--- src/hdl/tlbs_pkg.sv ---
`timescale 1ns / 1ps
`default_nettype none
// Shared constants and codes of the table search block.
// No dependencies; every other file imports this package.
package tlbs_pkg;

	localparam int DEPTH_DEF = 8;
	localparam int VALUE_W   = 32;
	localparam int MODE_W    = 2;
	localparam int STATUS_W  = 2;
	localparam int POS_W     = 4;

	localparam logic [MODE_W-1:0] MODE_APPEND = 2'd0;
	localparam logic [MODE_W-1:0] MODE_LIN    = 2'd1;
	localparam logic [MODE_W-1:0] MODE_BIN    = 2'd2;

	localparam logic [STATUS_W-1:0] STAT_OK   = 2'd0;
	localparam logic [STATUS_W-1:0] STAT_FULL = 2'd1;
	localparam logic [STATUS_W-1:0] STAT_MISS = 2'd2;

endpackage
`default_nettype wire

--- src/hdl/tlbs_in_if.sv ---
`timescale 1ns / 1ps
`default_nettype none
// Request channel: operation code and value/key, valid/ready handshake.
// Depends on tlbs_pkg.
interface tlbs_in_if import tlbs_pkg::*; ();
	logic                      valid;
	logic                      ready;
	logic [MODE_W-1:0]         mode;
	logic signed [VALUE_W-1:0] value;

	modport source (output valid, output mode, output value, input ready);
	modport sink   (input valid, input mode, input value, output ready);
endinterface
`default_nettype wire

--- src/hdl/tlbs_out_if.sv ---
`timescale 1ns / 1ps
`default_nettype none
// Response channel: status and one-based position, valid/ready handshake.
// Depends on tlbs_pkg.
interface tlbs_out_if import tlbs_pkg::*; ();
	logic                valid;
	logic                ready;
	logic [STATUS_W-1:0] status;
	logic [POS_W-1:0]    position;

	modport source (output valid, output status, output position, input ready);
	modport sink   (input valid, input status, input position, output ready);
endinterface
`default_nettype wire

--- src/hdl/table_linear_binary_search.sv ---
`timescale 1ns / 1ps
`default_nettype none
// Table of DEPTH signed 32-bit values in one synchronous memory
// with a fill count. Append stores at the next position (or reports full),
// linear find scans newest to oldest, binary find bisects positions
// 1..fill assuming ascending order. Every request transaction yields one
// response transaction; one request is worked on at a time. Linear find
// reads one entry per cycle with reads pipelined against the compare;
// binary find alternates a read state and a compare state for each probe.
// A result that finds the previous response still unaccepted is held
// in S_DONE until the output is free. Depends on tlbs_pkg, tlbs_in_if,
// tlbs_out_if.
module table_linear_binary_search import tlbs_pkg::*; #(
	parameter int DEPTH = DEPTH_DEF
) (
	input  wire           clk,
	input  wire           arst_n,
	tlbs_in_if.sink       req,
	tlbs_out_if.source    rsp
);

	localparam int CW = $clog2(DEPTH + 1);
	localparam int AW = (DEPTH > 1) ? $clog2(DEPTH) : 1;

	localparam logic [2:0] S_IDLE    = 3'd0;
	localparam logic [2:0] S_APPEND  = 3'd1;
	localparam logic [2:0] S_LIN     = 3'd2;
	localparam logic [2:0] S_BIN_RD  = 3'd3;
	localparam logic [2:0] S_BIN_CHK = 3'd4;
	localparam logic [2:0] S_DONE    = 3'd5;

	typedef struct packed {
		logic                vld;
		logic [STATUS_W-1:0] status;
		logic [CW-1:0]       pos;
	} fin_t;

	logic signed [VALUE_W-1:0] mem [DEPTH];

	logic [2:0]                state_q;
	logic [CW-1:0]             fill_q;
	logic                      out_valid_q;
	logic [STATUS_W-1:0]       out_status_q;
	logic [POS_W-1:0]          out_pos_q;
	logic                      chk_vld_q;
	logic [CW-1:0]             chk_pos_q;
	logic [CW-1:0]             scan_q;
	logic [CW-1:0]             low_q;
	logic [CW-1:0]             high_q;
	logic [CW-1:0]             mid_q;
	logic signed [VALUE_W-1:0] key_q;
	logic signed [VALUE_W-1:0] rd_data_q;
	fin_t                      res_q;

	fin_t                      fin;
	logic                      full;
	logic                      out_free;
	logic                      lin_hit;
	logic [CW:0]               sum;
	logic [CW-1:0]             mid;
	logic [AW-1:0]             rd_addr;

	assign full     = (fill_q == CW'(DEPTH));
	assign out_free = !out_valid_q || rsp.ready;
	assign lin_hit  = chk_vld_q && (rd_data_q == key_q);
	assign sum      = {1'b0, low_q} + {1'b0, high_q};
	assign mid      = sum[CW:1];

	always_comb begin
		unique case (state_q)
			S_LIN:    rd_addr = AW'(scan_q - 1'b1);
			S_BIN_RD: rd_addr = AW'(mid - 1'b1);
			default:  rd_addr = '0;
		endcase
	end

	always_comb begin
		fin = '0;
		unique case (state_q)
			S_APPEND: begin
				fin.vld = 1'b1;
				if (full) begin
					fin.status = STAT_FULL;
				end else begin
					fin.status = STAT_OK;
					fin.pos    = CW'(fill_q + 1'b1);
				end
			end
			S_LIN: begin
				if (lin_hit) begin
					fin.vld    = 1'b1;
					fin.status = STAT_OK;
					fin.pos    = chk_pos_q;
				end else if (scan_q == '0) begin
					fin.vld    = 1'b1;
					fin.status = STAT_MISS;
				end
			end
			S_BIN_RD: begin
				if (low_q > high_q) begin
					fin.vld    = 1'b1;
					fin.status = STAT_MISS;
				end
			end
			S_BIN_CHK: begin
				if (rd_data_q == key_q) begin
					fin.vld    = 1'b1;
					fin.status = STAT_OK;
					fin.pos    = mid_q;
				end
			end
			S_DONE:  fin = res_q;
			default: fin = '0;
		endcase
	end

	// table memory: at most one write and one read per cycle
	always_ff @(posedge clk) begin
		if (state_q == S_APPEND && !full) begin
			mem[fill_q[AW-1:0]] <= key_q;
		end
		rd_data_q <= mem[rd_addr];
	end

	always_ff @(posedge clk or negedge arst_n) begin
		if (!arst_n) begin
			state_q     <= S_IDLE;
			fill_q      <= '0;
			out_valid_q <= 1'b0;
			chk_vld_q   <= 1'b0;
		end else begin
			unique case (state_q)
				S_IDLE: begin
					if (req.valid) begin
						chk_vld_q <= 1'b0;
						case (req.mode)
							MODE_APPEND: state_q <= S_APPEND;
							MODE_LIN:    state_q <= S_LIN;
							MODE_BIN:    state_q <= S_BIN_RD;
							default:     state_q <= S_DONE;
						endcase
					end
				end
				S_APPEND: begin
					if (!full) begin
						fill_q <= CW'(fill_q + 1'b1);
					end
				end
				S_LIN: begin
					if (!fin.vld) begin
						chk_vld_q <= 1'b1;
					end
				end
				S_BIN_RD: begin
					if (!fin.vld) begin
						state_q <= S_BIN_CHK;
					end
				end
				S_BIN_CHK: begin
					if (!fin.vld) begin
						state_q <= S_BIN_RD;
					end
				end
				S_DONE: begin
				end
				default: state_q <= S_IDLE;
			endcase
			if (fin.vld) begin
				if (out_free) begin
					state_q <= S_IDLE;
				end else begin
					state_q <= S_DONE;
				end
			end
			if (fin.vld && out_free) begin
				out_valid_q <= 1'b1;
			end else if (rsp.ready) begin
				out_valid_q <= 1'b0;
			end
		end
	end

	always_ff @(posedge clk) begin
		if (state_q == S_IDLE && req.valid) begin
			key_q          <= req.value;
			scan_q         <= fill_q;
			low_q          <= CW'(1);
			high_q         <= fill_q;
			res_q.vld      <= 1'b1;
			res_q.status   <= STAT_MISS;
			res_q.pos      <= '0;
		end
		if (state_q == S_LIN && !fin.vld) begin
			chk_pos_q <= scan_q;
			scan_q    <= CW'(scan_q - 1'b1);
		end
		if (state_q == S_BIN_RD && !fin.vld) begin
			mid_q <= mid;
		end
		if (state_q == S_BIN_CHK && !fin.vld) begin
			if (rd_data_q > key_q) begin
				high_q <= CW'(mid_q - 1'b1);
			end else begin
				low_q <= CW'(mid_q + 1'b1);
			end
		end
		if (fin.vld) begin
			if (out_free) begin
				out_status_q <= fin.status;
				out_pos_q    <= POS_W'(fin.pos);
			end else begin
				res_q <= fin;
			end
		end
	end

	assign req.ready    = (state_q == S_IDLE);
	assign rsp.valid    = out_valid_q;
	assign rsp.status   = out_status_q;
	assign rsp.position = out_pos_q;

endmodule
`default_nettype wire

--- src/flat_wrapper.sv ---
// flat-port wrapper written by rule: the top's interface ports become plain ports
module table_linear_binary_search_flat import tlbs_pkg::*;
#(
	parameter int DEPTH = DEPTH_DEF
)
  (clk, arst_n, req_valid, req_mode, req_value, req_ready, rsp_valid, rsp_status, rsp_position, rsp_ready);
  tlbs_in_if req_i ();
  tlbs_out_if rsp_i ();
  input  wire clk;
  input  wire arst_n;
  input wire logic [$bits(req_i.valid)-1:0] req_valid;
  input wire logic [$bits(req_i.mode)-1:0] req_mode;
  input wire logic [$bits(req_i.value)-1:0] req_value;
  output wire logic [$bits(req_i.ready)-1:0] req_ready;
  output wire logic [$bits(rsp_i.valid)-1:0] rsp_valid;
  output wire logic [$bits(rsp_i.status)-1:0] rsp_status;
  output wire logic [$bits(rsp_i.position)-1:0] rsp_position;
  input wire logic [$bits(rsp_i.ready)-1:0] rsp_ready;
  assign req_i.valid = req_valid;
  assign req_i.mode = req_mode;
  assign req_i.value = req_value;
  assign req_ready = req_i.ready;
  assign rsp_valid = rsp_i.valid;
  assign rsp_status = rsp_i.status;
  assign rsp_position = rsp_i.position;
  assign rsp_i.ready = rsp_ready;
  table_linear_binary_search #(.DEPTH(DEPTH)) u_core (.clk(clk), .arst_n(arst_n), .req(req_i), .rsp(rsp_i));
endmodule
--- config.mk ---
export PLATFORM = sky130hd
export DESIGN_NAME = table_linear_binary_search_flat
export DESIGN_NICKNAME = d
export VERILOG_FILES = /design/src/hdl/tlbs_pkg.sv /design/src/hdl/tlbs_in_if.sv /design/src/hdl/tlbs_out_if.sv /design/src/hdl/table_linear_binary_search.sv /design/src/flat_wrapper.sv
export SDC_FILE = /design/constraint.sdc
export NUM_CORES = 1
export LEC_CHECK = 0
export BUFFER_PORTS_ARGS = -buffer_cell sky130_fd_sc_hd__buf_2
export CAP_MARGIN = 20
export CORE_MARGIN = 8
export CORE_UTILIZATION = 50
export CTS_CLUSTER_SIZE = 25
export DETAILED_ROUTE_END_ITERATION = 7
export GPL_TIMING_DRIVEN = 0
export PLACE_DENSITY = 0.68
export SLEW_MARGIN = 20
export SYNTH_ARGS = -nofsm -noshare
export SYNTH_HDL_FRONTEND = slang
export SYNTH_SLANG_ARGS = --single-unit
--- constraint.sdc ---
create_clock -name clk -period 8.2 [get_ports clk]
set_clock_uncertainty 0.05 [all_clocks]
set_input_delay 0 -clock clk [delete_from_list [all_inputs] [get_ports clk]]
set_output_delay 0 -clock clk [all_outputs]
set_load 0.005 [all_outputs]
==> summary.txt, run 1 <==
Timing
  • Actual slew at the worst max-slew pin: about 0.81 ns
  • FMAX: between 0.2 and 0.3 GHz
  • Max Slew Vio Count: 0
  • Fin Hold WS: 0.0462 ns
  • RSZ-0062 raised after global routing: false
  • Setup Viol. Count Final: 0
  • Setup TNS: 0 ns
  • Fin crit share: 0.412
  • Minimum clock period: 3.38 ns
  • Fin. Hold Viols: 0
  • Slew margin rel.: 0.463

Drt
  • Avg WL per Cell: 20.3 um
  • Drt first pass iters: 5
  • Drt via density: 5.49
  • DR iter-0 viols: 554
  • Drc violations: 0
  • Met2 Wirelength: 15,900 um
  • Final wirelength: 32,300 um
  • Top Metal Used: met4
  • Routed vias: 8,717
  • WL met3: ~1300 um
  • Post-route ant nets: 0
  • Routed length on met1: 14,400 um

Die
  • Die Area: between 30,000 and 40,000 sq um
  • Site Rows: 64
  • IO Count: 46
  • Starting Density: 0.503
  • Die height: 191 um
  • Core area: 30,300 sq um
  • Die X: 191 um

Flow run
  • Max Cap Viol: 0

Worst hold path
  • Hold crit path type: in2reg

Global routing
  • First-pass GRT wire length: 50,400 um
  • Initial antenna violation count: 0
  • Grt total ovfl: 0
  • Vias in the first global route: just over 9,000
  • Total GRT Usage: 0.179
  • Largest net degree at the start of global routing: 22

Logic synthesis
  • Async SR Flop Fraction: 0.0249
  • Mapped Nets: 1,113
  • Post-Syn Instances: between 1,000 and 1,500
  • Top cell type's share of synthesized area: 0.603
  • Most frequent cell after synthesis: edfxtp_1
  • Synthesized cell area: 15,200 sq um
  • Most frequent cells after synthesis: edfxtp_1, mux2i_1, o21ai_0, nand3b_1, inv_1
  • Synth Flop Type: edfxtp_1
  • Synth unique cells: 58
  • Largest cells by area after synthesis: edfxtp_1, mux2i_1, dfxtp_1
  • Synth area leader: edfxtp_1
  • Syn_area_per_cell: 14.9 sq um
  • YS warnings: 0
  • Yosys reg bits: 362
  • Number of enable flip-flop cells after synthesis: 306
  • Sequential share of the synthesized area: 0.680

Clock network
  • H-Tree Depth: 2
  • CTS tree: done
  • CTS Sinks: approximately 360
  • Post-CTS setup buffer count: 0
  • Clock slew at reported path FFs: 0.06 ns
  • Clock buffer depth: 3
  • Clock root buffer master: clkbuf_16
  • Total CTS buffers: 38
  • Worst-Skew Late Latency: 0.52 ns

Layout
  • Post-layout net count: 1,252
  • Final instance area: 17,800 sq um
  • Diode count: 0
  • Ratio of cells with drive above 1 in the final layout: 0.153
  • Count of filler cells inserted in the layout: about 2,300
  • Fin cells: roughly 1,600
  • P&R area growth vs syn: 17.1%

Critical path
  • Slowest CP cell: edfxtp_1
  • CP Data Required Time: 8.35 ns
  • WS Path Type: reg2reg
  • Nature of the critical path endpoint: register
  • CP Launch Type: register
  • Critical path peak fanout: 9
  • Cells along the critical path: inv_1 > ha_1 > and4_1 > nand4_1 > nand3b_2 > o31a_1 > nor2_1 > and2_1
  • CP Data Arrival Time: 3.53 ns
  • Largest stage delay on the critical path: 0.52 ns

Placement
  • Port bufs: 45
  • HPWL after DPL: 20,600 um
  • Final GP Congestion: between 0.8 and 0.9
  • Placed instance area: 16,200 sq um
  • Placed cell count: 1,480

Pwr
  • Pwr dens: 318 nW/um^2
  • Pleak: 6.70 nW
  • Worst VDD drop: approximately 230 uV

Outcome
  • Status: finished, final reports clean
layout make-up:
type | count | area [sq um] | area share
plain buffers | 47 | 213 | 0.0119
clock inverters | 18 | 154 | 0.00863
well taps | 396 | 495 | 0.0278
repair buffers | 99 | 838 | 0.0470
inverters | 56 | 211 | 0.0119
clock buffers | 52 | 1050 | 0.0591
flip-flops and latches | 362 | 10400 | 0.581
multi-input cells | 559 | 4520 | 0.253
power by group:
| group | total, W | internal, W | switching, W | leakage [nW] |
|---|---|---|---|---|
| sequential | 0.00258 | 0.00241 | 0.000170 | 3.28 |
| clock | 0.00166 | 0.000970 | 0.000688 | 0.593 |
| combinational | 0.00143 | 0.000537 | 0.000898 | 2.82 |
logic make-up after synthesis:
group / synth area share
flops: 0.680
simple gates: 0.0707
mux: 0.116
compound gates: 0.0543
buf+inv: 0.0278
fa+ha+maj: 0.0424
xor+xnor: 0.00895
what timing repair did:
item / in CTS / in global routing
hold buffers: 39 / 0
endpoints found under the hold margin: 48 / 0
resized for setup: 0 / 0
path summary, 6_finish.rpt:
kind / endpoint / from / depth (start not counted) / slack [ns]
setup / recovery: u_core.rsp.position[3] / u_core.key_q[31] / 8 / 4.82
min in group asynchronous: u_core.chk_vld_q / arst_n / 3 / 0.46
hold / removal: u_core.state_q[0] / req_mode[0] / 5 / 0.05
max in group asynchronous: u_core.fill_q[0] / arst_n / 3 / 7.29
setup reg to reg: u_core.rsp.position[3] / u_core.key_q[31] / 8 / 4.82
hold reg to reg: u_core.res_q[6] / u_core.res_q[6] / 1 / 0.40
layer usage:
metal,up-vias,GRT usage
met5,-,0
met4,0,0.0531
met3,54,0.0260
met2,213,0.304
met1,4299,0.234
li1,4151,-
metrics by stage:
stage	power, W	util	worst slack [ns]
after floorplan	0.00351	-	4.17
after global placement	0.00395	0.527	1.52
after detailed placement	0.00404	0.536	4.83
after CTS	0.00571	0.589	4.83
after global routing	0.00596	0.589	4.60
final	0.00567	0.589	4.82
critical path: cells and delay by family (launching register included):
| family | cells | cell delay (ns) |
|---|---|---|
| adder cells (fa/ha/maj) | 1 | 0.40 |
| flip-flops | 1 | 0.52 |
| AND/OR/NAND/NOR | 5 | 1.55 |
| AO/OA/AOI/OAI | 1 | 0.43 |
| buffers and inverters | 1 | 0.09 |
registers in the layout, summed over array words and instances, names as in the netlist, 7 cells and up:
name	flops
u_core.mem	256
u_core.rd_data_q	32
u_core.res_q	7
u_core.key_q	32
placed cells by master, fill, tap and decap left out, types with 8 or more instances in the layout:
master,count
a21oi_1,28
buf_2,56
buf_4,14
clkbuf_1,39
clkbuf_16,39
clkinv_2,8
dfrtp_1,9
dfxtp_1,47
dlygate4sd3_1,39
edfxtp_1,306
ha_1,50
inv_1,54
mux2_2,34
mux2i_1,139
nand2_1,40
nand3_1,11
nand3b_1,65
nor2_1,13
o21ai_0,81
Power figures use the tool's default switching activity.
==> run 2: changes to the inputs <==
clock period = 3.4 ns   (was 8.2 ns; I/O delays follow)
==> summary.txt, run 2 (synthesis gave the netlist of run 1 again) <==
Outcome
  • Status: finished, final reports clean

Timing
  • Minimum clock period: 3.25 ns
  • Actual slew at the worst max-slew pin: 0.798 ns
  • FMAX: between 0.3 and 0.4 GHz
  • Slew margin rel.: 0.468
  • Max Slew Vio Count: 0
  • Fin crit share: 0.957
  • RSZ-0062 raised after global routing: true
  • Fin. Hold Viols: 0
  • Fin Hold WS: 0.0464 ns
  • Setup Viol. Count Final: 0

Global routing
  • Initial antenna violation count: 0
  • Largest net degree at the start of global routing: 22
  • Vias in the first global route: 9,080
  • Total GRT Usage: 0.179
  • Grt total ovfl: 0
  • First-pass GRT wire length: 50,400 um

Placement
  • HPWL after DPL: slightly above 20,000 um
  • Placed cell count: 1,480
  • Port bufs: 45
  • Final GP Congestion: 0.873

Worst hold path
  • Hold crit path type: in2reg

Die
  • Site Rows: 64
  • Core area: roughly 30,000 sq um
  • IO Count: 46
  • Die Area: 36,300 sq um
  • Die height: 191 um
  • Starting Density: 0.503
  • Die X: 191 um

Clock network
  • Total CTS buffers: 38
  • Worst-Skew Late Latency: between 0.5 and 0.6 ns
  • CTS Sinks: 362
  • Clock root buffer master: clkbuf_16
  • H-Tree Depth: 2
  • CTS tree: done
  • Clock slew at reported path FFs: about 0.060 ns
  • Clock buffer depth: 3
  • Post-CTS setup buffer count: 0

Critical path
  • Critical path peak fanout: 8
  • WS Path Type: reg2reg
  • Critical path buffers and inverters: 4
  • Reg2Reg Setup Slack: 0.15 ns
  • Most used cell, CP: buf_4
  • Nature of the critical path endpoint: register
  • Slowest CP cell: nor3_2
  • CP Data Required Time: 3.58 ns
  • Largest stage delay on the critical path: around 0.64 ns
  • CP Launch Type: register
  • Kind of cell adding the most delay to the critical path: simple AND/OR/NAND/NOR gates
  • Cells along the critical path: inv_1 > ha_1 > nand3b_1 > and3_1 > clkbuf_1 > nand2_1 > nor3_2 > buf_4 > buf_4
  • CP Data Arrival Time: 3.43 ns

Flow run
  • Max Cap Viol: 0

Layout
  • Largest register FFs: approximately 260
  • Diode count: 0
  • Ratio of cells with drive above 1 in the final layout: 0.154
  • P&R area growth vs syn: 17.2%
  • Leading cell type in the layout, fill and taps excluded: edfxtp_1
  • Fin cells: 1,589
  • Post-layout net count: 1,252
  • Most frequent cells in the layout: edfxtp_1, mux2i_1, o21ai_0
  • Count of filler cells inserted in the layout: 2,336

Drt
  • Drc violations: 0
  • DR iter-0 viols: just under 600
  • Post-route ant nets: 0
  • Final wirelength: 32,200 um
  • Drt first pass iters: 5
  • Routed vias: 8,700
  • Drt via density: 5.48
  • Avg WL per Cell: 20.3 um

Pwr
  • Pwr dens: between 700 and 800 nW/um^2
  • Worst VDD drop: 568 uV
  • Pleak: roughly 6.7 nW
[run 2: tightest hold or removal path: cells and delay by family]
| family | cells | cell delay [ns] |
|---|---|---|
| buf+inv | 2 | 0.16 |
| fa+ha+maj | 1 | 0.18 |
| compound gates | 2 | 0.24 |
[run 2: path summary, 6_finish.rpt]
kind	startpoint	endpoint	cells after the start
worst min-delay path	req_mode[0]	u_core.state_q[0]	5
worst min register to register	u_core.res_q[6]	u_core.res_q[6]	1
max in group asynchronous	arst_n	u_core.fill_q[0]	3
worst max-delay path	u_core.fill_q[1]	u_core.mem[0][20]	9
worst max register to register	u_core.fill_q[1]	u_core.mem[0][20]	9
min in group asynchronous	arst_n	u_core.chk_vld_q	3
[run 2: routing by layer]
layer / global-route usage / vias to the layer above / share of wire
met3: 0.0260 / 57 / 0.041
met5: 0 / - / 0
met4: 0.0531 / 0 / 0.023
met2: 0.304 / 207 / 0.49
met1: 0.234 / 4292 / 0.44
li1: - / 4144 / -
[run 2: timing repair]
action                                  4_1_cts  5_1_grt
resized for setup                             0        7
hold buffers                                 39        0
endpoints found under the setup margin        0       60
hold endpoints to repair                     48        0
[run 2: final cells by class]
type	instances	area, sq um	area share
tap	396	495	0.0277
clock inverter	18	154	0.00862
buffer	47	223	0.0125
timing repair buffer	99	838	0.0469
clock buffer	52	1050	0.0591
multi-input combinational	559	4530	0.254
inverter	56	211	0.0118
sequential	362	10400	0.580
[run 2: through the flow]
step | instance area [sq um] | setup TNS [ns] | utilization | total power [W] | setup slack (ns)
3_5_place_dp | 16200 | 0 | 0.536 | 0.00974 | 0.0274
5_1_grt | 17900 | -0.474 | 0.590 | 0.0144 | -0.0600
3_3_place_gp | 16000 | -459.50 | 0.527 | 0.00954 | -3.28
4_1_cts | 17800 | 0 | 0.589 | 0.0138 | 0.0290
6_report | 17900 | 0 | 0.590 | 0.0137 | 0.148
2_1_floorplan | 15200 | -39.87 | - | 0.00848 | -0.632
[run 2: power breakdown]
part	total (W)	leakage (nW)	internal [W]	switching, W
sequential	0.00622	3.28	0.00581	0.000412
clock	0.00400	0.593	0.00234	0.00166
combinational	0.00347	2.84	0.00130	0.00217
